===== config.mk =====
export PLATFORM = sky130hd
export DESIGN_NAME = accel_step_counter
export DESIGN_NICKNAME = d
export VERILOG_FILES = /design/src/sv/acs_pkg.sv /design/src/sv/acs_regs.sv /design/src/sv/acs_mean.sv /design/src/sv/acs_ring.sv /design/src/sv/accel_step_counter.sv
export SDC_FILE = /design/constraint.sdc
export NUM_CORES = 1
export LEC_CHECK = 0
export CORE_ASPECT_RATIO = 1.25
export CORE_UTILIZATION = 35
export CTS_CLUSTER_DIAMETER = 60
export DETAILED_ROUTE_END_ITERATION = 16
export DONT_BUFFER_PORTS = 1
export HOLD_SLACK_MARGIN = 0.15
export SLEW_MARGIN = 20
export SYNTH_ARGS = -nofsm -noshare
export SYNTH_HDL_FRONTEND = slang
export SYNTH_SLANG_ARGS = --single-unit

===== constraint.sdc =====
create_clock -name clk -period 17.5 [get_ports clk]
set_clock_uncertainty 0.05 [all_clocks]
set_input_delay 3.5 -clock clk [delete_from_list [all_inputs] [get_ports clk]]
set_output_delay 3.5 -clock clk [all_outputs]
set_load 0.02 [all_outputs]

===== src/sv/acs_pkg.sv =====
package acs_pkg;

  typedef struct packed {
    logic               action;
    logic signed [15:0] accel_x;
    logic signed [15:0] accel_y;
    logic signed [15:0] accel_z;
    logic        [31:0] now_ms;
    logic        [15:0] new_count;
  } acs_in_t;

  typedef struct packed {
    logic [15:0] step_count;
    logic        step_seen;
    logic        walking;
  } acs_out_t;

  typedef struct packed {
    logic [15:0] threshold_idle;
    logic [15:0] threshold_walking;
    logic [15:0] pause_limit_ms;
    logic [7:0]  confirm_steps;
  } acs_cfg_t;

  // register word indexes (paddr[3:2])
  localparam logic [1:0] REG_THR_IDLE  = 2'd0;
  localparam logic [1:0] REG_THR_WALK  = 2'd1;
  localparam logic [1:0] REG_PAUSE     = 2'd2;
  localparam logic [1:0] REG_CONFIRM   = 2'd3;

  localparam logic [15:0] THR_IDLE_RST = 16'd1350;
  localparam logic [15:0] THR_WALK_RST = 16'd900;
  localparam logic [15:0] PAUSE_RST    = 16'd2000;
  localparam logic [7:0]  CONFIRM_RST  = 8'd7;

  localparam logic [15:0] RING_INIT    = 16'd5000;

  localparam logic        ACT_SAMPLE   = 1'b0;

  // divide by 3: q = (n * 87382) >> 18, exact for n < 2^17
  localparam logic [16:0] MEAN_RECIP   = 17'd87382;
  localparam int          MEAN_SHIFT   = 18;

endpackage


===== src/sv/acs_regs.sv =====
module acs_regs (
  input  logic             clk,
  input  logic             rst_n,
  input  logic             psel,
  input  logic             penable,
  input  logic             pwrite,
  input  logic [3:0]       paddr,
  input  logic [31:0]      pwdata,
  output logic [31:0]      prdata,
  output logic             pready,
  output acs_pkg::acs_cfg_t cfg
);
  import acs_pkg::*;

  acs_cfg_t   cfg_r;
  logic       wr_en;
  logic [1:0] reg_idx;

  assign pready  = 1'b1;
  assign wr_en   = psel && penable && pwrite;
  assign reg_idx = paddr[3:2];
  assign cfg     = cfg_r;

  always_ff @(posedge clk) begin
    if (!rst_n) begin
      cfg_r.threshold_idle    <= THR_IDLE_RST;
      cfg_r.threshold_walking <= THR_WALK_RST;
      cfg_r.pause_limit_ms    <= PAUSE_RST;
      cfg_r.confirm_steps     <= CONFIRM_RST;
    end else if (wr_en) begin
      unique case (reg_idx)
        REG_THR_IDLE: cfg_r.threshold_idle    <= pwdata[15:0];
        REG_THR_WALK: cfg_r.threshold_walking <= pwdata[15:0];
        REG_PAUSE:    cfg_r.pause_limit_ms    <= pwdata[15:0];
        REG_CONFIRM:  cfg_r.confirm_steps     <= pwdata[7:0];
        default:      ;
      endcase
    end
  end

  always_comb begin
    unique case (reg_idx)
      REG_THR_IDLE: prdata = {16'd0, cfg_r.threshold_idle};
      REG_THR_WALK: prdata = {16'd0, cfg_r.threshold_walking};
      REG_PAUSE:    prdata = {16'd0, cfg_r.pause_limit_ms};
      REG_CONFIRM:  prdata = {24'd0, cfg_r.confirm_steps};
      default:      prdata = 32'd0;
    endcase
  end

endmodule


===== src/sv/acs_mean.sv =====
// (x + y + z) / 3, truncating toward zero
module acs_mean (
  input  logic signed [15:0] accel_x,
  input  logic signed [15:0] accel_y,
  input  logic signed [15:0] accel_z,
  output logic signed [15:0] mean
);
  import acs_pkg::*;

  logic signed [17:0] total;
  logic               neg;
  logic [16:0]        mag;
  logic [33:0]        prod;
  logic [15:0]        quo;
  logic [15:0]        quo_s;

  always_comb begin
    total = 18'(accel_x) + 18'(accel_y) + 18'(accel_z);
    neg   = total[17];
    mag   = neg ? 17'(18'd0 - total) : total[16:0];
    prod  = 34'(mag) * 34'(MEAN_RECIP);
    // magnitude quotient is at most 32768
    quo   = prod[MEAN_SHIFT +: 16];
    quo_s = neg ? (16'd0 - quo) : quo;
    mean  = quo_s;
  end

endmodule


===== src/sv/acs_ring.sv =====
// Ring of past changes with running sum and average.
// Old entry at the write slot is prefetched into a read register ahead of use.
module acs_ring #(
  parameter int RING_DEPTH = 16
) (
  input  logic        clk,
  input  logic        rst_n,
  input  logic        push,
  input  logic [15:0] change,
  output logic [15:0] avg
);
  import acs_pkg::*;

  localparam int IDX_W = $clog2(RING_DEPTH);
  localparam int SUM_W = 16 + IDX_W;
  localparam int SHIFT = SUM_W + IDX_W;
  localparam int RCP_W = SUM_W + 2;
  localparam longint unsigned RCP_VAL =
    ((64'd1 << SHIFT) + 64'(RING_DEPTH) - 64'd1) / 64'(RING_DEPTH);
  localparam logic [RCP_W-1:0] RCP = RCP_W'(RCP_VAL);
  localparam int PROD_W = SUM_W + RCP_W;

  logic [15:0]           mem [RING_DEPTH];
  logic [RING_DEPTH-1:0] wr_vld_r;
  logic [15:0]           rd_data_r;
  logic                  rd_vld_r;
  logic                  rd_zero_r;
  logic [IDX_W-1:0]      idx_r;
  logic [IDX_W-1:0]      idx_nxt;
  logic [SUM_W-1:0]      sum_r;
  logic [SUM_W-1:0]      sum_nxt;
  logic                  avg_vld_r;
  logic [15:0]           old_val;
  logic [PROD_W-1:0]     prod;

  always_comb begin
    idx_nxt = idx_r;
    if (push) begin
      idx_nxt = (idx_r == IDX_W'(RING_DEPTH - 1)) ? '0 : idx_r + 1'b1;
    end
  end

  // never-written slots read as their reset value
  assign old_val = rd_vld_r ? rd_data_r : (rd_zero_r ? RING_INIT : 16'd0);
  assign sum_nxt = sum_r - SUM_W'(old_val) + SUM_W'(change);

  assign prod = PROD_W'(sum_r) * PROD_W'(RCP);
  assign avg  = avg_vld_r ? prod[SHIFT +: 16] : 16'd0;

  always_ff @(posedge clk) begin
    if (push) begin
      mem[idx_r] <= change;
    end
    rd_data_r <= mem[idx_nxt];
  end

  always_ff @(posedge clk) begin
    if (!rst_n) begin
      wr_vld_r  <= '0;
      rd_vld_r  <= 1'b0;
      rd_zero_r <= 1'b1;
      idx_r     <= '0;
      sum_r     <= SUM_W'(RING_INIT);
      avg_vld_r <= 1'b0;
    end else begin
      if (push) begin
        wr_vld_r[idx_r] <= 1'b1;
        sum_r           <= sum_nxt;
        avg_vld_r       <= 1'b1;
      end
      idx_r     <= idx_nxt;
      rd_vld_r  <= wr_vld_r[idx_nxt];
      rd_zero_r <= (idx_nxt == '0);
    end
  end

endmodule


===== src/sv/accel_step_counter.sv =====
// Channel   Ports                         Moves
// input     in_valid/in_ready/in_data     one sample or count-load request
// result    out_valid/out_ready/out_data  count, candidate flag, walking flag
// config    psel/penable/pwrite/paddr...  APB register writes and reads
//
// The mean is formed into the input register, then the step decision, ring
// update and result register follow together. Throughput one request per
// clock unless the result stalls; the ring sum makes the average O(1).
// Synchronous active-low reset clears control state and loads register defaults.
// A stalled result holds in the output register; one more request may wait
// in the input register behind it.
module accel_step_counter #(
  parameter int RING_DEPTH = 16
) (
  input  logic              clk,
  input  logic              rst_n,
  input  logic              in_valid,
  output logic              in_ready,
  input  acs_pkg::acs_in_t  in_data,
  output logic              out_valid,
  input  logic              out_ready,
  output acs_pkg::acs_out_t out_data,
  input  logic              psel,
  input  logic              penable,
  input  logic              pwrite,
  input  logic [3:0]        paddr,
  input  logic [31:0]       pwdata,
  output logic [31:0]       prdata,
  output logic              pready
);
  import acs_pkg::*;

  acs_cfg_t           cfg;
  logic signed [15:0] mean_in;

  // input stage
  logic               s1_vld_r;
  logic               s1_action_r;
  logic signed [15:0] s1_mean_r;
  logic [31:0]        s1_now_r;
  logic [15:0]        s1_load_r;

  // output stage
  logic               out_vld_r;
  acs_out_t           out_r;
  acs_out_t           out_nxt;

  // tracker state
  logic signed [15:0] prev_mean_r;
  logic               above_r,  above_nxt;
  logic               walk_r,   walk_nxt;
  logic [7:0]         pend_r,   pend_nxt;
  logic [15:0]        count_r,  count_nxt;
  logic [31:0]        last_ms_r, last_ms_nxt;

  logic               in_fire;
  logic               adv;
  logic signed [16:0] delta;
  logic [16:0]        delta_abs;
  logic [15:0]        change;
  logic [15:0]        avg;
  logic [15:0]        thr;
  logic signed [17:0] excess;
  logic               hit;
  logic [31:0]        gap;
  logic               ring_push;
  logic               seen;

  acs_regs u_regs (
    .clk     (clk),
    .rst_n   (rst_n),
    .psel    (psel),
    .penable (penable),
    .pwrite  (pwrite),
    .paddr   (paddr),
    .pwdata  (pwdata),
    .prdata  (prdata),
    .pready  (pready),
    .cfg     (cfg)
  );

  acs_mean u_mean (
    .accel_x (in_data.accel_x),
    .accel_y (in_data.accel_y),
    .accel_z (in_data.accel_z),
    .mean    (mean_in)
  );

  acs_ring #(
    .RING_DEPTH (RING_DEPTH)
  ) u_ring (
    .clk    (clk),
    .rst_n  (rst_n),
    .push   (ring_push),
    .change (change),
    .avg    (avg)
  );

  assign adv       = s1_vld_r && (!out_vld_r || out_ready);
  assign in_ready  = !s1_vld_r || adv;
  assign in_fire   = in_valid && in_ready;
  assign out_valid = out_vld_r;
  assign out_data  = out_r;

  always_comb begin
    delta     = 17'(s1_mean_r) - 17'(prev_mean_r);
    delta_abs = delta[16] ? (17'd0 - delta) : delta;
    change    = delta_abs[15:0];
    thr       = walk_r ? cfg.threshold_walking : cfg.threshold_idle;
    // signed excess, so a change under the average never counts
    excess    = $signed({2'b00, change}) - $signed({2'b00, avg});
    hit       = excess > $signed({2'b00, thr});
    gap       = s1_now_r - last_ms_r;
  end

  always_comb begin
    above_nxt   = above_r;
    walk_nxt    = walk_r;
    pend_nxt    = pend_r;
    count_nxt   = count_r;
    last_ms_nxt = last_ms_r;
    ring_push   = 1'b0;
    seen        = 1'b0;
    if (s1_action_r != ACT_SAMPLE) begin
      count_nxt = s1_load_r;
    end else if (hit) begin
      if (!above_r) begin
        seen        = 1'b1;
        above_nxt   = 1'b1;
        last_ms_nxt = s1_now_r;
        priority if (gap > {16'd0, cfg.pause_limit_ms}) begin
          pend_nxt = 8'd1;
          walk_nxt = 1'b0;
        end else if (walk_r) begin
          count_nxt = count_r + 16'd1;
        end else if (pend_r >= cfg.confirm_steps) begin
          walk_nxt  = 1'b1;
          count_nxt = count_r + {8'd0, pend_r} + 16'd1;
        end else begin
          pend_nxt = pend_r + 8'd1;
        end
      end
    end else begin
      above_nxt = 1'b0;
      ring_push = adv;
    end
    out_nxt.step_count = count_nxt;
    out_nxt.step_seen  = seen;
    out_nxt.walking    = walk_nxt;
  end

  always_ff @(posedge clk) begin
    if (in_fire) begin
      s1_action_r <= in_data.action;
      s1_mean_r   <= mean_in;
      s1_now_r    <= in_data.now_ms;
      s1_load_r   <= in_data.new_count;
    end
    if (adv) begin
      out_r <= out_nxt;
    end
  end

  always_ff @(posedge clk) begin
    if (!rst_n) begin
      s1_vld_r    <= 1'b0;
      out_vld_r   <= 1'b0;
      prev_mean_r <= '0;
      above_r     <= 1'b0;
      walk_r      <= 1'b0;
      pend_r      <= '0;
      count_r     <= '0;
      last_ms_r   <= '0;
    end else begin
      if (in_fire) begin
        s1_vld_r <= 1'b1;
      end else if (adv) begin
        s1_vld_r <= 1'b0;
      end
      if (adv) begin
        out_vld_r <= 1'b1;
      end else if (out_ready) begin
        out_vld_r <= 1'b0;
      end
      if (adv) begin
        if (s1_action_r == ACT_SAMPLE) begin
          prev_mean_r <= s1_mean_r;
        end
        above_r   <= above_nxt;
        walk_r    <= walk_nxt;
        pend_r    <= pend_nxt;
        count_r   <= count_nxt;
        last_ms_r <= last_ms_nxt;
      end
    end
  end

endmodule


; ---- Word-level counts from Yosys, hierarchy flattened
; Memories as Yosys holds them, arrays and structs flattened. A register that Yosys moved wholly into a read port is not among the register bits.
; Index checks and enable logic that the tools add are counted.
[totals]
output_inout_bits = 53
mem_count = 1
register_bits = 258
wordCells = 118
mem_bits_rw = 256
input_bits = 140
[memory_table]
columns = name, depth, width, rd, rd_ports_with_merged_regs, wr, line
row1 = u_ring.mem, 16, 16, 1, 1, 1, acs_ring.sv:23  ; logic [15:0] mem [RING_DEPTH];
[op_classes]
eq_ne = 6
bitwise = 4
add_sub_neg = 15
multipliers = 1
mux = 39
n_lt_le_gt_ge = 6
n_reduce_logical = 21
[op_table]
columns = op, count
row1 = two-way mux 16 bit, 11
row2 = one-hot mux 32 bit (4 select lines), 1
row3 = subtractor 16 x 16 -> 17 bit, 2
row4 = multiplier 17 x 16 -> 33 bit (second input constant), 1
row5 = adder 16 x 1 -> 16 bit (second input constant), 2
row6 = greater-than comparator 32 x 16 -> 1 bit, 1
row7 = subtractor 1 x 16 -> 16 bit (first input constant), 2
row8 = subtractor 32 bit, 1
row9 = two-way mux 8 bit, 3
row10 = adder 20 x 16 -> 20 bit, 1
row11 = subtractor 20 x 16 -> 20 bit, 1
row12 = adder 17 x 16 -> 18 bit, 1
row13 = two-way mux 1 bit, 18
row14 = adder 16 x 16 -> 17 bit, 1
row15 = greater-than comparator 17 bit, 1
row16 = two-way mux 17 bit, 1
row17 = subtractor 1 x 17 -> 17 bit (first input constant), 1
row18 = adder 16 x 8 -> 16 bit, 1
row19 = OR 16 bit, 1
row20 = two-way mux 13 bit, 1
row21 = < comparator 4 x 5 -> 1 bit (second input constant), 2
row22 = AND reduction 2 bit, 5
row23 = adder 8 x 1 -> 8 bit (second input constant), 1
row24 = greater-or-equal comparator 8 bit, 1
row25 = other kinds (20), 31

; ---- Depth between registers and ports, before layout
[logic_depth]
word_depth = 10
mapped_depth = 45
ltp_nobuf = 41

; ---- By module
; From an unflattened synthesis, not the netlist that was laid out.
[unflattened]
hier_cells = 3695
area_unflattened_um2 = 35446.5
[by_module_without_submodules]
columns = mod, area_per_inst_um2, cells_each, seq_area_each_um2, n_inst
row1 = acs_ring, 13780.7, 1207, 8868.5, 1
row2 = accel_step_counter, 11611.1, 1344, 4013.8, 1
row3 = acs_mean, 7373.3, 863, 0.0, 1
row4 = acs_regs, 2681.3, 281, 1121.1, 1

; ---- Worst setup path after synthesis
; OpenSTA, ideal clock, no wires.
[synth_path]
kind = input-to-reg
from = in in_data[49] (netlist bit)
to = reg s1_mean_r[11] (data pin)
setup_slack_ns = 4.131
required_time_ns = 17.180
setup_ns = 0.270
t_arrival_ns = 13.049
n_path_buf = 3
cell_stages = 37
path_cell_list = inv_1 > fa_1 > inv_1 > ha_1 > fa_1 > a21o_1 > o21ai_1 > a31oi_2 > a211oi_2 > o21ai_0 > xor2_1 > clkbuf_1 > clkbuf_1 > nand2_1 > xnor2_1 > ha_1 > inv_1 > fa_1 > fa_1 > inv_1 > fa_1 > fa_1 > inv_1 > fa_1 > inv_1 > ha_1 > clkbuf_1 > a21o_1 > or4_1 > o21ai_0 > nand3b_1 > a21o_1 > a311oi_1 > o22ai_1 > or3_1 > a311oi_1 > xor2_1
[synth_via]
elab_chain_len = 6
[synth_lines]
columns = element, line
row1 = start: declaration, accel_step_counter.sv:19  ; input acs_pkg::acs_in_t in_data,
row2 = adder 17 x 16 -> 18 bit (*), acs_mean.sv:18  ; total = 18'(accel_x) + 18'(accel_y) + 18'(accel_z);
row3 = subtractor 1 x 17 -> 17 bit, acs_mean.sv:20  ; mag = neg ? 17'(18'd0 - total) : total[16:0];
row4 = two-way mux 17 bit, acs_mean.sv:20
row5 = multiplier 17 x 16 -> 33 bit, acs_mean.sv:21  ; prod = 34'(mag) * 34'(MEAN_RECIP);
row6 = subtractor 1 x 16 -> 16 bit, acs_mean.sv:24  ; quo_s = neg ? (16'd0 - quo) : quo;
row7 = two-way mux 16 bit (*), acs_mean.sv:24
row8 = via mean_in[11], accel_step_counter.sv:34  ; logic signed [15:0] mean_in;
row9 = end signal: assignment, accel_step_counter.sv:155  ; s1_mean_r <= mean_in;
row10 = end: declaration, accel_step_counter.sv:39  ; logic signed [15:0] s1_mean_r;
; Mark *: on every way through the listed nets, which the timed path passes. The rest lies on a longest branch.
; A chain may end at the register's enable or synchronous reset.

; ---- Worst setup path in the final report
; Same ends and word-level chain as after synthesis.

==> flow_summary.ini <==
[outcome]
status = finished, final reports clean

[sta]
setup_viol = 0
slew_headroom_pct = 26.6
rsz0062_at_grt = false
report.final.slew_viol_count = 0
hold_viol_final = 0
final.period_utilization_pct = 77.8
max_freq_ghz = 0.0735
min_period_ns = 13.61
finalSetupTns_ns = 0
worst_slew_pin_slew_ns = 1.10
whs_ns = 0.403

[critical_path]
r2r_end = u_ring.rd_data_r[11]
endpoint_kind = flop
crit_start = in_data[49]
critical_path_arrival_ns = 13.92
crit_path_max_fanout = 27
startpoint_type = input pin
timing.critical_path.slowest_cell_delay_ns = 0.58
setup.worst_path.end = s1_mean_r[11]
r2r_cells = 44
rr_startpoint = s1_mean_r[0]
slowest_stage = fa_1
criticalPathCategory = input pin to flop
required_ns = 17.81
r2r_slack_ns = 6.73

[yosys]
yosysTopAreaCell = edfxtp_1
syn_area_um2 = 34100
yosysWarnings = 0
synth_seq_cells = 530
synth_cells = 3402
async_flop_share_pct = 0
synthDistinctLibCells = 98
yosys.area.top_type_share_pct = 29.8
syn_avg_cell_area_um2 = 10.0
synth_edf_count = 339
synth_top_flop_cell = edfxtp_1
synthTopCellsByArea = edfxtp_1 (30%), dfxtp_1 (11%), ha_1 (11%)
yosysSeqAreaShare_pct = 41.0

[finish]
syn_to_final_growth_pct = 9.82
fin_cells = 4710
diodes = 0
multi_input_area_um2 = 18400
seq_area_um2 = 14000
drive_gt1_share_pct = 6.84
nFillCells = 9561
fin_nets = 3922

[floorplanning]
die_area_um2 = 98700
die_h_um = 351
core_area_um2 = 96300
rows = 127
initial_utilization_pct = 35.4
die_x_um = 281
boundaryPins = 193

[drt]
avgViaCountPerCell = 5.17
drt-pass1-iter-count = 5
wl_per_cell_um = 17.5
via_count = 24400
ant_nets = 0
drc = 0
wirelength_um = 82400
dr.first_iter.drc_count = 1456

[grt]
grtUsageTotal_pct = 16.6
overflow = 0
grt_pass1_wl_um = 131000
grt_antenna_before_repair = 0
grt_max_degree = 67
grt_pass1_vias = 24200

[clocking]
ctsResizeCount = 0
cts_max_level = 2
cts_root_buf = clkbuf_16
clock-sinks = 530
post_cts.repair.setup_buffers = 0
clock_latency_ns = 0.63
cts_hold_buf = 0
cts_inserted_buffers = 57
clock_path_buffers = 3
cts.clk_slew.worst_paths_ns = 0.06
tritoncts = built

[placed_design]
dp_hpwl_um = 60200
gp_congestion = 0.871
port_buffers = 0
dp.cells = 4605

[hold_path]
min_path_type = flop to flop

[flow_run]
drv_cap = 0
==> synth_stat cells (all sizes together) (24+ instances only) <==
cell and instances:
ha 288, a21o 62, nor3 76, nand2 475
o211ai 27, or3 31, o21ai 118, buf 40
nand3 94, clkbuf 114, edfxtp 339, mux4 40
and2 24, mux2i 64, nor2b 29, xnor2 100
dfxtp 191, nand4 28, nor2 146, xor2 44
o21a 33, a21oi 243, inv 323, fa 120
nand2b 27
==> per-layer routing <==
metal  part of all wire (%)  GRT usage (%)  vias up
met3                    4.7           2.53      103
met1                     42           20.5    11800
li1                       -              -    12000
met5                      0              0        -
met4                    2.3           4.31        0
met2                     50           29.9      467
==> worst max-delay path: cells and delay by family <==
kind            cells  cell delay, ns
fa+ha+maj          10            4.25
compound gates     12            3.29
simple gates        4            1.25
xor+xnor            4            1.03
buf+inv             7            0.59
==> state kept, by name (all words and copies together), names as in the netlist, 4 cells and up <==
register / count
u_ring.mem: 256
u_regs.cfg: 56
last_ms_r: 32
s1_now_r: 32
u_ring.sum_r: 20
out_data: 18
count_r: 16
prev_mean_r: 16
s1_load_r: 16
s1_mean_r: 16
u_ring.rd_data_r: 16
u_ring.wr_vld_r: 16
pend_r: 8
u_ring.idx_r: 4
==> how the worst min path moves through the flow <==
| stage | startpoint | to | cells past startpoint |
|---|---|---|---|
| 6_report | prev_mean_r[11] | prev_mean_r[11] | 2 |
| 5_1_grt | last_ms_r[2] | last_ms_r[2] | 2 |
| 4_1_cts | last_ms_r[11] | last_ms_r[11] | 2 |
| 3_5_place_dp | last_ms_r[7] | last_ms_r[7] | 2 |
| 3_3_place_gp | last_ms_r[28] | last_ms_r[28] | 2 |
| 2_1_floorplan | last_ms_r[10] | last_ms_r[10] | 2 |
==> through the flow <==
step	setup slack (ns)	utilization [%]	area [µm²]
3_3_place_gp	3.27	37.0	35600
5_1_grt	3.28	38.9	37500
6_report	3.89	38.9	37500
2_1_floorplan	4.13	-	34200
4_1_cts	3.84	38.9	37500
3_5_place_dp	3.21	37.0	35600
==> layout by cell type (no fill, tap or decap), types with 22 or more instances in the layout <==
cell	n
xor2_1	42
xnor2_1	99
nand4_1	28
a21o_1	62
o21a_1	33
o21ai_0	100
or3_1	31
nor2b_1	29
nor2_1	143
mux2i_1	61
dfxtp_1	191
a21oi_1	242
nand3_1	94
clkbuf_16	57
inv_1	322
nand2_1	474
fa_1	120
o211ai_1	27
nor3_1	73
mux4_2	40
o31ai_1	22
ha_1	288
edfxtp_1	339
nand2b_1	27
and2_1	22
buf_4	52
==> final cells by class <==
type                            instances  share of cell area, %
Inverter                              324                   3.25
Clock inverter                         25                  0.755
Clock buffer                           80                   4.09
Timing Repair Buffer                   52                   1.04
Tap cell                             1290                   4.31
Multi-Input combinational cell       2409                   49.2
Sequential cell                       530                   37.4
==> kinds of logic after synthesis <==
kind of cell | share of synthesized area [%]
flip-flops | 41.0
other | 0.0220
buffers and inverters | 5.53
adder cells (fa/ha/maj) | 17.6
AND/OR/NAND/NOR | 14.3
AO/OA/AOI/OAI | 13.1
multiplexers | 4.68
XOR/XNOR | 3.72
Power is not shown: default switching activity piles up to over one toggle a cycle in this logic, so the estimate is an artifact.
